`config.mk`:
```
export PLATFORM = sky130hd
export DESIGN_NAME = min_heap_build_swaps_unit_flat
export DESIGN_NICKNAME = d
export VERILOG_FILES = /design/src/sv/mhb_pkg.sv /design/src/sv/mhb_ifs.sv /design/src/sv/mhb_ram.sv /design/src/sv/mhb_seq.sv /design/src/sv/min_heap_build_swaps_unit.sv /design/src/flat_wrapper.sv
export VERILOG_INCLUDE_DIRS = /design/src /design/src/sv
export SDC_FILE = /design/constraint.sdc
export NUM_CORES = 2
export LEC_CHECK = 0
export BUFFER_PORTS_ARGS = -buffer_cell sky130_fd_sc_hd__buf_2
export CORE_MARGIN = 2
export CORE_UTILIZATION = 40
export CTS_CLUSTER_SIZE = 10
export DETAILED_ROUTE_END_ITERATION = 10
export HOLD_SLACK_MARGIN = 0.12
export SLEW_MARGIN = 40
export SYNTH_ARGS = -nofsm -noshare
export SYNTH_HDL_FRONTEND = slang
export SYNTH_SLANG_ARGS = --single-unit
```
`constraint.sdc`:
```
create_clock -name clock -period 23.7 [get_ports clock]
set_clock_uncertainty 0.2 [all_clocks]
set_input_delay 7.11 -clock clock [delete_from_list [all_inputs] [get_ports clock]]
set_output_delay 7.11 -clock clock [all_outputs]
set_load 0.03 [all_outputs]
```
`src/sv/assert_macros.svh`:
```
// Assertion shorthands for the heap build block.
// Relies on clock and reset signals in the including module's scope.
`ifndef ASSERT_MACROS_SVH
`define ASSERT_MACROS_SVH

// Plain property that must hold at every edge outside reset.
`define MHB_ASSERT(label, prop, msg) \
   label: assert property (@(posedge clock) disable iff (reset) (prop)) else $error(msg);

// Same-cycle implication.
`define MHB_IMPLY(label, ante, cons, msg) \
   label: assert property (@(posedge clock) disable iff (reset) (ante) |-> (cons)) \
      else $error(msg);

// Next-cycle implication.
`define MHB_NEXT(label, ante, cons, msg) \
   label: assert property (@(posedge clock) disable iff (reset) (ante) |=> (cons)) \
      else $error(msg);

`endif

```
`src/sv/mhb_pkg.sv`:
```
// Shared types and the microcode table for the min-heap build block.
// No dependencies; used by the sequencer and the top level.
`timescale 1ns / 1ps
`default_nettype none

package mhb_pkg;

   // Result field widths fixed by the channel format
   localparam int INDEX_W = 6;
   localparam int TOTAL_W = 6;

   localparam logic [TOTAL_W-1:0] SWAP_MAX = 6'd63;

   // Result kinds
   localparam logic KIND_SWAP    = 1'b0;
   localparam logic KIND_SUMMARY = 1'b1;

   typedef enum logic [3:0] {
      STEP_LOAD   = 4'd0,
      STEP_INIT   = 4'd1,
      STEP_OUTER  = 4'd2,
      STEP_RDPAR  = 4'd3,
      STEP_GETPAR = 4'd4,
      STEP_RDKID  = 4'd5,
      STEP_CMP    = 4'd6,
      STEP_NEXT   = 4'd7,
      STEP_SUM    = 4'd8
   } step_type;

   typedef enum logic [2:0] {
      COND_NEXT = 3'd0,   // advance
      COND_JUMP = 3'd1,   // jump unconditionally
      COND_LOAD = 3'd2,   // hold until the last transaction, then jump
      COND_ZERO = 3'd3,   // jump when the node counter is spent
      COND_SIFT = 3'd4,   // swap: jump (or hold on stall); no swap: advance
      COND_EMIT = 3'd5    // hold while the result slot is busy, then jump
   } cond_type;

   typedef struct packed {
      logic     in_ready;
      logic     init_loop;
      logic     next_node;
      logic     cap_parent;
      logic     rd_kids;
      logic     sift;
      logic     emit_sum;
      cond_type cond;
      step_type target;
   } uword_type;

   typedef struct packed {
      logic accept_last;
      logic i_zero;
      logic swap;
      logic stall;
      logic out_busy;
   } seq_stat_type;

   // Control store: one word per step
   function automatic uword_type ucode(input step_type s);
      uword_type w;
      w = '0;
      w.cond   = COND_NEXT;
      w.target = STEP_LOAD;
      unique case (s)
         STEP_LOAD: begin
            w.in_ready = 1'b1;
            w.cond     = COND_LOAD;
            w.target   = STEP_INIT;
         end
         STEP_INIT: begin
            w.init_loop = 1'b1;
         end
         STEP_OUTER: begin
            w.next_node = 1'b1;
            w.cond      = COND_ZERO;
            w.target    = STEP_SUM;
         end
         STEP_RDPAR: begin
            w.cond = COND_NEXT;
         end
         STEP_GETPAR: begin
            w.cap_parent = 1'b1;
         end
         STEP_RDKID: begin
            w.rd_kids = 1'b1;
         end
         STEP_CMP: begin
            w.sift   = 1'b1;
            w.cond   = COND_SIFT;
            w.target = STEP_RDKID;
         end
         STEP_NEXT: begin
            w.cond   = COND_JUMP;
            w.target = STEP_OUTER;
         end
         STEP_SUM: begin
            w.emit_sum = 1'b1;
            w.cond     = COND_EMIT;
            w.target   = STEP_LOAD;
         end
         default: begin
            w.cond   = COND_JUMP;
            w.target = STEP_LOAD;
         end
      endcase
      return w;
   endfunction

endpackage

`default_nettype wire

```
`src/sv/mhb_ifs.sv`:
```
// Valid/ready channel interfaces for the min-heap build block.
// Standalone; no package needed.
`timescale 1ns / 1ps
`default_nettype none

interface mhb_req_if;
   logic               valid;
   logic               ready;
   logic signed [31:0] element_value;
   logic               is_last;

   modport source (output valid, element_value, is_last, input ready);
   modport sink   (input valid, element_value, is_last, output ready);
endinterface

interface mhb_rsp_if;
   logic       valid;
   logic       ready;
   logic       item_kind;
   logic [5:0] parent_index;
   logic [5:0] child_index;
   logic [5:0] swap_total;
   logic       overflowed;
   logic       final_flag;

   modport source (output valid, item_kind, parent_index, child_index, swap_total,
                   overflowed, final_flag, input ready);
   modport sink   (input valid, item_kind, parent_index, child_index, swap_total,
                   overflowed, final_flag, output ready);
endinterface

`default_nettype wire

```
`src/sv/mhb_ram.sv`:
```
// Generic RAM: one write port, two read ports with registered read data.
// No dependencies.
`timescale 1ns / 1ps
`default_nettype none

module mhb_ram #(
   parameter int WIDTH = 32,
   parameter int DEPTH = 64
) (
   input  wire logic                     clock,
   input  wire logic                     wr_en,
   input  wire logic [$clog2(DEPTH)-1:0] wr_addr,
   input  wire logic [WIDTH-1:0]         wr_data,
   input  wire logic [$clog2(DEPTH)-1:0] rd_addr_a,
   output logic      [WIDTH-1:0]         rd_data_a_ff,
   input  wire logic [$clog2(DEPTH)-1:0] rd_addr_b,
   output logic      [WIDTH-1:0]         rd_data_b_ff
);

   logic [WIDTH-1:0] mem_ff [DEPTH];

   // Write, then register both read ports
   always_ff @(posedge clock) begin
      if (wr_en) begin
         mem_ff[wr_addr] <= wr_data;
      end
      rd_data_a_ff <= mem_ff[rd_addr_a];
      rd_data_b_ff <= mem_ff[rd_addr_b];
   end

endmodule

`default_nettype wire

```
`src/sv/mhb_seq.sv`:
```
// Microcode sequencer: step counter, control store lookup and jump logic.
// Depends on mhb_pkg.
`timescale 1ns / 1ps
`default_nettype none

module mhb_seq
   import mhb_pkg::*;
(
   input  wire logic         clock,
   input  wire logic         reset,
   input  wire seq_stat_type stat,
   output uword_type         uw
);

   step_type step_ff, step_in;
   step_type step_inc;

   assign step_inc = step_type'(4'(step_ff) + 4'd1);

   // Select the next step from the current word's condition
   always_comb begin
      step_in = step_ff;
      unique case (uw.cond)
         COND_NEXT: step_in = step_inc;
         COND_JUMP: step_in = uw.target;
         COND_LOAD: step_in = stat.accept_last ? uw.target : step_ff;
         COND_ZERO: step_in = stat.i_zero ? uw.target : step_inc;
         COND_SIFT: begin
            priority if (!stat.swap) begin
               step_in = step_inc;
            end else if (stat.stall) begin
               step_in = step_ff;
            end else begin
               step_in = uw.target;
            end
         end
         COND_EMIT: step_in = stat.out_busy ? step_ff : uw.target;
         default:   step_in = STEP_LOAD;
      endcase
   end

   // Drive the control word of the current step
   always_comb begin
      uw = ucode(step_ff);
   end

   // Advance the step counter
   always_ff @(posedge clock) begin
      if (reset) begin
         step_ff <= STEP_LOAD;
      end else begin
         step_ff <= step_in;
      end
   end

endmodule

`default_nettype wire

```
`src/sv/min_heap_build_swaps_unit.sv`:
```
// Min-heap build block: loads values, builds the heap bottom-up, reports swaps.
// Depends on mhb_pkg, mhb_req_if/mhb_rsp_if, mhb_ram, mhb_seq and assert_macros.svh.
//
// Usage:
//   req_ch carries one signed value per transaction; the transaction with is_last
//   set closes the run. Up to CAPACITY values are stored; later ones are dropped
//   and flagged. rsp_ch then returns one swap record (parent, child) per swap of
//   the sift-down build, in order, followed by one summary (swap count, overflow
//   flag, final_flag set). The store is then empty for the next run.
// Timing:
//   Loading accepts one transaction per cycle. After the last one the build runs
//   on a microcoded loop around the store's two read ports: a setup step, then per
//   internal node (count/2 of them) a parent read and a child read and compare,
//   repeated per swap; then the loop closes and the summary goes out before req_ch is ready again.
// Reset:
//   Synchronous and active high; the store is empty, counters and flags clear.
//   Store contents are not cleared; only loaded entries are ever read.
// Back-pressure:
//   Results pass through one output register; when rsp_ch stalls with a result
//   pending, the sequencer holds on the next swap or summary until it drains.
//   req_ch is not ready during the build.
`timescale 1ns / 1ps
`default_nettype none

module min_heap_build_swaps_unit
   import mhb_pkg::*;
#(
   parameter int CAPACITY    = 64,
   parameter int VALUE_WIDTH = 32
) (
   input wire logic  clock,
   input wire logic  reset,
   mhb_req_if.sink   req_ch,
   mhb_rsp_if.source rsp_ch
);

`include "assert_macros.svh"

   localparam int IDX_W = $clog2(CAPACITY);
   localparam int CNT_W = $clog2(CAPACITY + 1);
   localparam int KID_W = CNT_W + 1;

   uword_type    uw;
   seq_stat_type stat;

   // Run state
   logic [CNT_W-1:0]       count_ff, count_in;
   logic [TOTAL_W-1:0]     swaps_ff, swaps_in;
   logic                   drop_ff, drop_in;
   logic [CNT_W-1:0]       iter_ff, iter_in;
   logic [IDX_W-1:0]       node_ff, node_in;
   logic [VALUE_WIDTH-1:0] cur_ff, cur_in;

   // Result register
   logic                   rsp_valid_ff, rsp_valid_in;
   logic                   kind_ff, kind_in;
   logic [INDEX_W-1:0]     parent_ff, parent_in;
   logic [INDEX_W-1:0]     child_ff, child_in;
   logic [TOTAL_W-1:0]     total_ff, total_in;
   logic                   ovf_ff, ovf_in;
   logic                   fin_ff, fin_in;

   // Datapath nets
   logic                   accept;
   logic                   has_room;
   logic                   load_wr;
   logic signed [63:0]     wide_value;
   logic [VALUE_WIDTH-1:0] key;
   logic [KID_W-1:0]       left_idx, right_idx;
   logic                   left_ok, right_ok;
   logic [VALUE_WIDTH-1:0] rd_a, rd_b;
   logic                   lt_left, lt_right;
   logic [VALUE_WIDTH-1:0] first_val, best_val;
   logic [IDX_W-1:0]       best_idx;
   logic                   swap;
   logic                   can_emit;
   logic                   out_busy;
   logic                   stall;
   logic                   sift_wr;
   logic                   emit_swap;
   logic                   sum_fire;
   logic                   wr_en;
   logic [IDX_W-1:0]       wr_addr;
   logic [VALUE_WIDTH-1:0] wr_data;
   logic [IDX_W-1:0]       rd_addr_a, rd_addr_b;

   // Input side
   assign req_ch.ready = uw.in_ready;
   assign accept       = req_ch.valid && uw.in_ready;
   assign has_room     = count_ff < CNT_W'(CAPACITY);
   assign load_wr      = accept && has_room;
   assign wide_value   = 64'(req_ch.element_value);
   assign key          = wide_value[VALUE_WIDTH-1:0];

   // Child indices of the node being sifted
   assign left_idx  = KID_W'({node_ff, 1'b1});
   assign right_idx = left_idx + KID_W'(1);
   assign left_ok   = left_idx < KID_W'(count_ff);
   assign right_ok  = right_idx < KID_W'(count_ff);

   // Pick the smallest of parent, left and right; ties keep the earlier one
   assign lt_left   = left_ok && ($signed(rd_a) < $signed(cur_ff));
   assign first_val = lt_left ? rd_a : cur_ff;
   assign lt_right  = right_ok && ($signed(rd_b) < $signed(first_val));
   assign best_val  = lt_right ? rd_b : first_val;
   assign best_idx  = lt_right ? right_idx[IDX_W-1:0] : left_idx[IDX_W-1:0];
   assign swap      = lt_left || lt_right;

   // Emission and back-pressure
   assign out_busy  = rsp_valid_ff && !rsp_ch.ready;
   assign can_emit  = swaps_ff != SWAP_MAX;
   assign stall     = uw.sift && swap && can_emit && out_busy;
   assign sift_wr   = uw.sift && !stall;
   assign emit_swap = sift_wr && swap && can_emit;
   assign sum_fire  = uw.emit_sum && !out_busy;

   // Store port selection; keep the children addressed while the compare holds
   assign wr_en     = load_wr || sift_wr;
   assign wr_addr   = load_wr ? count_ff[IDX_W-1:0] : node_ff;
   assign wr_data   = load_wr ? key : (swap ? best_val : cur_ff);
   assign rd_addr_a = (uw.rd_kids || uw.sift) ? left_idx[IDX_W-1:0] : node_ff;
   assign rd_addr_b = right_idx[IDX_W-1:0];

   mhb_ram #(
      .WIDTH (VALUE_WIDTH),
      .DEPTH (CAPACITY)
   ) u_store (
      .clock        (clock),
      .wr_en        (wr_en),
      .wr_addr      (wr_addr),
      .wr_data      (wr_data),
      .rd_addr_a    (rd_addr_a),
      .rd_data_a_ff (rd_a),
      .rd_addr_b    (rd_addr_b),
      .rd_data_b_ff (rd_b)
   );

   // Sequencer status
   always_comb begin
      stat.accept_last = accept && req_ch.is_last;
      stat.i_zero      = iter_ff == '0;
      stat.swap        = swap;
      stat.stall       = stall;
      stat.out_busy    = out_busy;
   end

   mhb_seq u_seq (
      .clock (clock),
      .reset (reset),
      .stat  (stat),
      .uw    (uw)
   );

   // Run state next values
   always_comb begin
      count_in = count_ff;
      drop_in  = drop_ff;
      swaps_in = swaps_ff;
      iter_in  = iter_ff;
      node_in  = node_ff;
      cur_in   = cur_ff;
      if (load_wr) begin
         count_in = count_ff + CNT_W'(1);
      end
      if (accept && !has_room) begin
         drop_in = 1'b1;
      end
      if (uw.init_loop) begin
         iter_in = count_ff >> 1;
      end
      if (uw.next_node && iter_ff != '0) begin
         iter_in = iter_ff - CNT_W'(1);
         node_in = IDX_W'(iter_ff - CNT_W'(1));
      end
      if (uw.cap_parent) begin
         cur_in = rd_a;
      end
      if (sift_wr && swap) begin
         node_in = best_idx;
      end
      if (emit_swap) begin
         swaps_in = swaps_ff + TOTAL_W'(1);
      end
      if (sum_fire) begin
         count_in = '0;
         swaps_in = '0;
         drop_in  = 1'b0;
      end
   end

   // Result register next values
   always_comb begin
      rsp_valid_in = rsp_valid_ff && !rsp_ch.ready;
      kind_in      = kind_ff;
      parent_in    = parent_ff;
      child_in     = child_ff;
      total_in     = total_ff;
      ovf_in       = ovf_ff;
      fin_in       = fin_ff;
      priority if (emit_swap) begin
         rsp_valid_in = 1'b1;
         kind_in      = KIND_SWAP;
         parent_in    = INDEX_W'(node_ff);
         child_in     = INDEX_W'(best_idx);
         total_in     = '0;
         ovf_in       = 1'b0;
         fin_in       = 1'b0;
      end else if (sum_fire) begin
         rsp_valid_in = 1'b1;
         kind_in      = KIND_SUMMARY;
         parent_in    = '0;
         child_in     = '0;
         total_in     = swaps_ff;
         ovf_in       = drop_ff;
         fin_in       = 1'b1;
      end
   end

   // Control registers
   always_ff @(posedge clock) begin
      if (reset) begin
         count_ff     <= '0;
         swaps_ff     <= '0;
         drop_ff      <= 1'b0;
         rsp_valid_ff <= 1'b0;
      end else begin
         count_ff     <= count_in;
         swaps_ff     <= swaps_in;
         drop_ff      <= drop_in;
         rsp_valid_ff <= rsp_valid_in;
      end
   end

   // Payload registers
   always_ff @(posedge clock) begin
      iter_ff   <= iter_in;
      node_ff   <= node_in;
      cur_ff    <= cur_in;
      kind_ff   <= kind_in;
      parent_ff <= parent_in;
      child_ff  <= child_in;
      total_ff  <= total_in;
      ovf_ff    <= ovf_in;
      fin_ff    <= fin_in;
   end

   assign rsp_ch.valid        = rsp_valid_ff;
   assign rsp_ch.item_kind    = kind_ff;
   assign rsp_ch.parent_index = parent_ff;
   assign rsp_ch.child_index  = child_ff;
   assign rsp_ch.swap_total   = total_ff;
   assign rsp_ch.overflowed   = ovf_ff;
   assign rsp_ch.final_flag   = fin_ff;

   // Checks
   `MHB_ASSERT(a_count_cap, count_ff <= CNT_W'(CAPACITY), "element count beyond capacity")
   `MHB_IMPLY(a_node_loaded, uw.sift, CNT_W'(node_ff) < count_ff, "sift node not loaded")
   `MHB_IMPLY(a_child_of_parent, rsp_valid_ff && kind_ff == KIND_SWAP, (7'(child_ff) == 7'(parent_ff) * 7'd2 + 7'd1) || (7'(child_ff) == 7'(parent_ff) * 7'd2 + 7'd2), "swap record child is not a child of parent")
   `MHB_NEXT(a_sum_clears, sum_fire, count_ff == '0 && swaps_ff == '0 && !drop_ff, "run state not cleared after summary")

endmodule

`default_nettype wire

```
`src/flat_wrapper.sv`:
```
// flat-port wrapper written by rule: the top's interface ports become plain ports
module min_heap_build_swaps_unit_flat import mhb_pkg::*;
#(
   parameter int CAPACITY    = 64,
   parameter int VALUE_WIDTH = 32
)
  (clock, reset, req_ch_valid, req_ch_element_value, req_ch_is_last, req_ch_ready, rsp_ch_valid, rsp_ch_item_kind, rsp_ch_parent_index, rsp_ch_child_index, rsp_ch_swap_total, rsp_ch_overflowed, rsp_ch_final_flag, rsp_ch_ready);
  mhb_req_if req_ch_i ();
  mhb_rsp_if rsp_ch_i ();
  input wire logic clock;
  input wire logic reset;
  input wire logic [$bits(req_ch_i.valid)-1:0] req_ch_valid;
  input wire logic [$bits(req_ch_i.element_value)-1:0] req_ch_element_value;
  input wire logic [$bits(req_ch_i.is_last)-1:0] req_ch_is_last;
  output wire logic [$bits(req_ch_i.ready)-1:0] req_ch_ready;
  output wire logic [$bits(rsp_ch_i.valid)-1:0] rsp_ch_valid;
  output wire logic [$bits(rsp_ch_i.item_kind)-1:0] rsp_ch_item_kind;
  output wire logic [$bits(rsp_ch_i.parent_index)-1:0] rsp_ch_parent_index;
  output wire logic [$bits(rsp_ch_i.child_index)-1:0] rsp_ch_child_index;
  output wire logic [$bits(rsp_ch_i.swap_total)-1:0] rsp_ch_swap_total;
  output wire logic [$bits(rsp_ch_i.overflowed)-1:0] rsp_ch_overflowed;
  output wire logic [$bits(rsp_ch_i.final_flag)-1:0] rsp_ch_final_flag;
  input wire logic [$bits(rsp_ch_i.ready)-1:0] rsp_ch_ready;
  assign req_ch_i.valid = req_ch_valid;
  assign req_ch_i.element_value = req_ch_element_value;
  assign req_ch_i.is_last = req_ch_is_last;
  assign req_ch_ready = req_ch_i.ready;
  assign rsp_ch_valid = rsp_ch_i.valid;
  assign rsp_ch_item_kind = rsp_ch_i.item_kind;
  assign rsp_ch_parent_index = rsp_ch_i.parent_index;
  assign rsp_ch_child_index = rsp_ch_i.child_index;
  assign rsp_ch_swap_total = rsp_ch_i.swap_total;
  assign rsp_ch_overflowed = rsp_ch_i.overflowed;
  assign rsp_ch_final_flag = rsp_ch_i.final_flag;
  assign rsp_ch_i.ready = rsp_ch_ready;
  min_heap_build_swaps_unit #(.CAPACITY(CAPACITY), .VALUE_WIDTH(VALUE_WIDTH)) u_core (.clock(clock), .reset(reset), .req_ch(req_ch_i), .rsp_ch(rsp_ch_i));
endmodule
```
-- After elaboration in Yosys (flattened, before gate mapping)
Memory sizes are Yosys's and may differ from the RTL's. A register that Yosys moved wholly into a read port is not among the register bits.
Cells that the tools add are included.
- add/sub/neg operators: 5
- magnitude comparators: 5
- equality and inequality tests: 17
- mux-type cells: 33
- reductions and logical operators: 32
- operators by type and width (kind ; count):
    $mux 32 ; 4
    $lt 32x32->1 ; 2
    $mux 6 ; 8
    $pmux 4 s6 ; 1
    $mux 4 ; 5
    $eq 4x3->1 const B ; 4
    $pmux 4 s4 ; 1
    $logic_and 1x1->1 ; 15
    $pmux 3 s5 ; 1
    $mux 7 ; 2
    $mux 1 ; 11
    $add 7x1->8 const B ; 1
    $eq 4x2->1 const B ; 2
    $lt 8x7->1 ; 1
    $add 7x1->7 const B ; 1
    $logic_not 7->1 ; 1
    $lt 7x7->1 ; 1
    $lt 7x7->1 const B ; 1
    $reduce_bool 7->1 ; 1
    $sub 7x1->7 const B ; 1
    $add 6x1->6 const B ; 1
    $eq 3x2->1 const B ; 2
    $eq 3x3->1 const B ; 2
    $ne 6x6->1 const B ; 1
    other kinds (14) ; 22
- bits in registers: 84
- bits in writable memories: 2048
- input bits: 37
- output and inout port bits: 23
- memories: 1
- memory list (name ; words ; bits a word ; read ports ; clocked after Yosys merged registers in ; write ports ; RTL line ; text):
    u_core.u_store.mem_ff ; 64 ; 32 ; 2 ; 2 ; 1 ; mhb_ram.sv:20 ; logic [WIDTH-1:0] mem_ff [DEPTH];

-- Logic depth before layout (Yosys ltp)
- depth after elaboration: 14
- gate-level depth with buffers: 27
- mapped depth without buffers: 19

-- Modules after synthesis
Synthesis repeated with hierarchy kept, for this count alone.
- cells, all modules: 5215
- area total of the unflattened synthesis: 102489.5 um2
- modules (own cells, without submodules) (module ; times used ; cells an instance ; area an instance (um2)):
    mhb_ram ; 1 ; 4412 ; 95660.5
    min_heap_build_swaps_unit ; 1 ; 732 ; 6322.3
    mhb_seq ; 1 ; 71 ; 506.7

-- Worst setup path after synthesis
OpenSTA, ideal clock, no wires.
- path type: in2reg
- start point: in req_ch_valid
- end point: mem u_core.u_store.mem_ff[0][15] (data pin)
- library setup time: 0.681 ns
- arrival time: 10.611 ns
- data required time: 22.819 ns
- slack: 12.208 ns
- cell stages on the path: 6
- cells stage by stage: and3_1 > clkbuf_1 > clkbuf_1 > buf_1 > nor3_1 > nor3_1
- word-level cells in the longest chain between the ends: 3
- RTL lines (element ; RTL line ; text):
    start, declared ; flat_wrapper.sv:12 ; input wire logic [$bits(req_ch_i.valid)-1:0] req_ch_valid;
    $logic_and 1x1->1 ; min_heap_build_swaps_unit.sv:89 ; assign accept = req_ch.valid && uw.in_ready;
    $logic_and 1x1->1 ; min_heap_build_swaps_unit.sv:91 ; assign load_wr = accept && has_room;
    $mux 32 ; min_heap_build_swaps_unit.sv:120 ; assign wr_data = load_wr ? key : (swap ? best_val : cur_ff);
    net u_core.u_store.wr_data[15] ; mhb_ram.sv:13 ; input wire logic [WIDTH-1:0] wr_data,
    end, declared ; mhb_ram.sv:20 ;
The timed path passes the listed nets, and every way through them passes these cells.

-- Worst setup path in the final report
- start point: reg u_core.u_seq.step_ff[0]
- end point: out req_ch_ready
- word-level cells in the longest chain between the ends: 2
- RTL lines (element ; RTL line ; text):
    start, declared ; mhb_seq.sv:15 ; step_type step_ff, step_in;
    start signal, assigned ; mhb_seq.sv:52 ; step_ff <= step_in;
    $logic_not 4->1 ; mhb_pkg.sv:65 ; unique case (s)
    $mux 1 ; mhb_pkg.sv:65 ;
    end, declared ; flat_wrapper.sv:15 ; output wire logic [$bits(req_ch_i.ready)-1:0] req_ch_ready;
Every way passes these cells.

==> results.py <==
metrics = {
    "clock_network": {
        "cts-resized-gates": 0,
        "worst_setup_hold_path_clk_slew_ns": 0.06,
        "clock_tree.buffer_depth": 4,
        "cts_inserted_buffers": 274,
        "cts-root-buf": "clkbuf_16",
        "clock_sinks": 2196,
        "clock_latency_ns": 0.95,
        "cts_stage_hold_buffer_count": 0,
        "clock_tree_from_tritoncts": "yes",
        "cts_setup_buffers": 0,
        "total_number_of_h_tree_levels": 5,
    },
    "detailed_routing": {
        "firstDrtPassIters": 9,
        "routed-via-count": 66300,
        "via_per_inst": 6.75,
        "antenna_nets_post_route": 0,
        "first_iter_violations": 12300,
        "wl_per_cell_um": 36.4,
        "postRouteWirelength_um": 358000,
        "detail_route.drc_violations": 0,
    },
    "sta": {
        "slew_headroom_pct": 32.3,
        "final.hold.worst_slack_ns": 0.264,
        "report.final.slew_viol_count": 0,
        "min_period_ns": 9.61,
        "setup_repair_after_global_routing_missed_its_margin": "no",
        "post-route-period-util_pct": 40.5,
        "fin_tns_setup_ns": 0,
        "fmax_mhz": 104,
        "timing_hold_violations_final": 0,
        "setup_violations": 0,
        "transition_time_of_the_tightest_slew_check_pin_ns": 0.991,
    },
    "global_route": {
        "grt_use_total_pct": 28.3,
        "grt_max_degree": 108,
        "met2_usage_pct": 40.7,
        "antenna_found_initial": 43,
        "grt_remaining_overflow": 0,
        "grt_pass1_wl_um": 496000,
        "global_routing_met1_resource_utilization_pct": 38.7,
        "global_route.usage.met3_pct": 10.4,
        "peak_usage_layer_in_the_global_routing_report": "met2",
        "number_of_global_route_vias_before_repair": 62600,
    },
    "power_and_ir_drop": {
        "switchingPower_w": 0.00584,
        "maximum_ir_drop_on_the_vdd_rail_mv": 0.168,
        "p_per_area_mw_per_mm2": 136,
        "p_int_w": 0.00921,
        "power_leakage_nw": 35.4,
        "pwr-share-seq_pct": 38.1,
        "power.switching_fraction_pct": 38.8,
        "comb_power_share_pct": 37.8,
        "power_w": 0.0151,
        "pwr-share-clk_pct": 24.2,
    },
    "outcome": {
        "run_status": "completed",
    },
    "layout": {
        "multi_input_combinational_cell_area_sq_mm": 0.0311,
        "area_growth_syn_to_layout_pct": 13.6,
        "mostFrequentLayoutCell": "edfxtp_1",
        "layout.area.seq_sq_mm": 0.0650,
        "final.fill_count": 20800,
        "most-common-layout-cells": "2105 x edfxtp_1, 672 x nand2_1, 512 x mux4_2, 440 x a21oi_1, 323 x nor2_1",
        "post_route_cells_drive_above_1_share_pct": 19.5,
        "finish.net_count": 6663,
        "final_area_sq_mm": 0.111,
    },
    "setup_path": {
        "setup.reg_to_reg.worst_slack_ns": 15.43,
        "rr_worst_depth": 21,
        "timing.rr.end": "u_core.u_store.mem_ff[49][2]",
        "crit_required_ns": 16.39,
        "critPathMaxFanout": 7,
        "worst-setup-path-type": "reg -> out",
        "setup.worst_path.start": "u_core.u_seq.step_ff[0]",
        "crit-reg2reg-launch": "u_core.u_store.rd_data_a_ff[1]",
        "sort_of_element_at_the_start_of_the_critical_path": "flip-flop",
        "end_kind": "output pin",
        "arrival_ns": 2.30,
        "timing.critical_path.to": "req_ch_ready",
    },
    "logic_synthesis": {
        "number_of_synthesis_warnings": 0,
        "yosys.cell_types.count": 73,
        "syn_inst": 6487,
        "async_set_reset_flop_share_out_of_synthesis_pct": 0,
        "ys_ff_latch": 2196,
        "synth_enable_flop_cells": 2105,
        "syn-num-nets": 6607,
        "syn_area_sq_mm": 0.0973,
        "synth-main-ff-cell": "edfxtp_1",
        "ys_seq_area_share_pct": 66.8,
        "post_synth.cell_area_avg_sq_um": 15.0,
    },
    "min_path": {
        "timing.hold.worst.class": "reg -> reg",
        "min_from": "u_core.u_store.rd_data_a_ff[14]",
    },
    "placement": {
        "placed_area_sq_mm": 0.103,
        "final_weighted_congestion_in_routability_driven_placement": 0.928,
        "post-dp-hpwl_um": 210000,
        "port-buffer-count": 59,
    },
    "die": {
        "die_area_sq_mm": 0.247,
        "chipWidth_um": 497,
        "core.rowCount": 181,
        "design.portCount": 60,
        "floorplan.initialDensity_pct": 40.1,
        "core_area_sq_mm": 0.243,
        "dieHeight_um": 497,
    },
    "job": {
        "maxCapViolations": 0,
    },
}
-- critical path, stage by stage (launching register included) --
cell	delay [ns]
dfxtp_1	0.37
inv_1	0.10
ha_1	0.27
and2_1	0.38
buf_2	0.27
-- final cells by class --
class | instances | share of cell area [%]
clock buffer | 334 | 6.56
sequential | 2196 | 58.8
clock inverter | 17 | 0.0838
multi-input combinational | 3705 | 28.1
inverter | 56 | 0.204
antenna | 9 | 0.0204
tap | 3202 | 3.62
timing repair buffer | 310 | 2.55
-- cell families after synthesis --
group | share of synthesized area (%)
xor+xnor | 0.162
flops | 66.8
simple gates | 6.38
mux | 13.1
fa+ha+maj | 1.07
buf+inv | 2.42
compound gates | 10.0
-- power groups by stage --
stage	registers, W	logic, W	clock network, W
after detailed placement	0.00581	0.00540	0
final	0.00573	0.00568	0.00364
after global placement	0.00580	0.00530	0
after CTS	0.00573	0.00541	0.00366
after global routing	0.00574	0.00584	0.00381
after floorplan	0.00584	0.00287	0
-- stage by stage --
step / std cells / utilization (%) / worst slack, ns
finish: 9829 / 45.6 / 14.09
global route: 9821 / 45.6 / 13.98
CTS: 9814 / 45.5 / 14.07
detailed placement: 9463 / 42.5 / 13.30
global placement: 9437 / 42.2 / 13.00
floorplan: 6487 / - / 12.21
-- sequential cells by signal, indices dropped and copies added, names as in the netlist --
signal                       count
u_core.u_store.mem_ff         2048
u_core.node_ff                   6
u_core.rsp_ch.swap_total         6
u_core.swaps_ff                  6
u_core.cur_ff                   32
u_core.rsp_ch.item_kind          1
u_core.u_seq.step_ff             4
u_core.drop_ff                   1
u_core.rsp_ch.overflowed         1
u_core.u_store.rd_data_b_ff     32
u_core.rsp_ch.child_index        6
u_core.rsp_ch.parent_index       6
u_core.count_ff                  7
u_core.iter_ff                   7
u_core.u_store.rd_data_a_ff     32
u_core.rsp_ch.valid              1
-- synthesized netlist by cell type, types with 5 or more instances --
cell type  instances  area, sq um
edfxtp_1        2105        63200
nand2_1          676         2540
mux4_2           512        11500
a21oi_1          448         2240
nor2_1           390         1460
clkbuf_1         363         1360
o21ai_0          317         1590
nor3_1           133          666
mux2i_1          123         1230
o221ai_1          95          832
dfxtp_1           91         1820
nand3_1           87          435
a31oi_1           84          526
ha_1              83         1040
a2bb2oi_1         81          709
o22ai_1           81          507
buf_2             79          395
buf_1             77          289
a211oi_1          61          458
or3_1             54          338
inv_1             53          199
a2111oi_0         51          447
a311oi_1          49          429
o211ai_1          48          360
and3_1            40          250
a21o_1            34          255
o22a_1            32          280
a221oi_1          27          236
nor2b_1           23          144
o311ai_0          13          114
xnor2_1           12          105
o2111ai_1         11         96.3
o31ai_1           11         82.6
nand4_1            9         56.3
nor4_1             9         56.3
and2_1             8         50.1
buf_4              8         60.1
a311o_1            7         70.1
a31o_2             7         61.3
nand2b_1           7         43.8
a211o_1            6         52.6
a22oi_1            6         45.0
xor2_1             6         52.6
a222oi_1           5         50.1
-- how the worst min path moves through the flow --
stage	cells past startpoint	end	slack, ns
2_1_floorplan	0	u_core.cur_ff[13]	0.24
3_3_place_gp	0	u_core.cur_ff[25]	0.25
3_5_place_dp	0	u_core.cur_ff[14]	0.25
4_1_cts	0	u_core.cur_ff[14]	0.26
5_1_grt	0	u_core.cur_ff[15]	0.29
6_report	0	u_core.cur_ff[14]	0.26
-- routing by layer --
metal | part of all wire [%] | up-vias | routed length [um]
met1 | 37 | 33900 | 131000
li1 | - | 26000 | -
met2 | 43 | 5514 | 154000
met5 | 0.12 | - | 417
met4 | 4.8 | 32 | 17100
met3 | 16 | 932 | 55800
(Power assumes the default switching activity.)
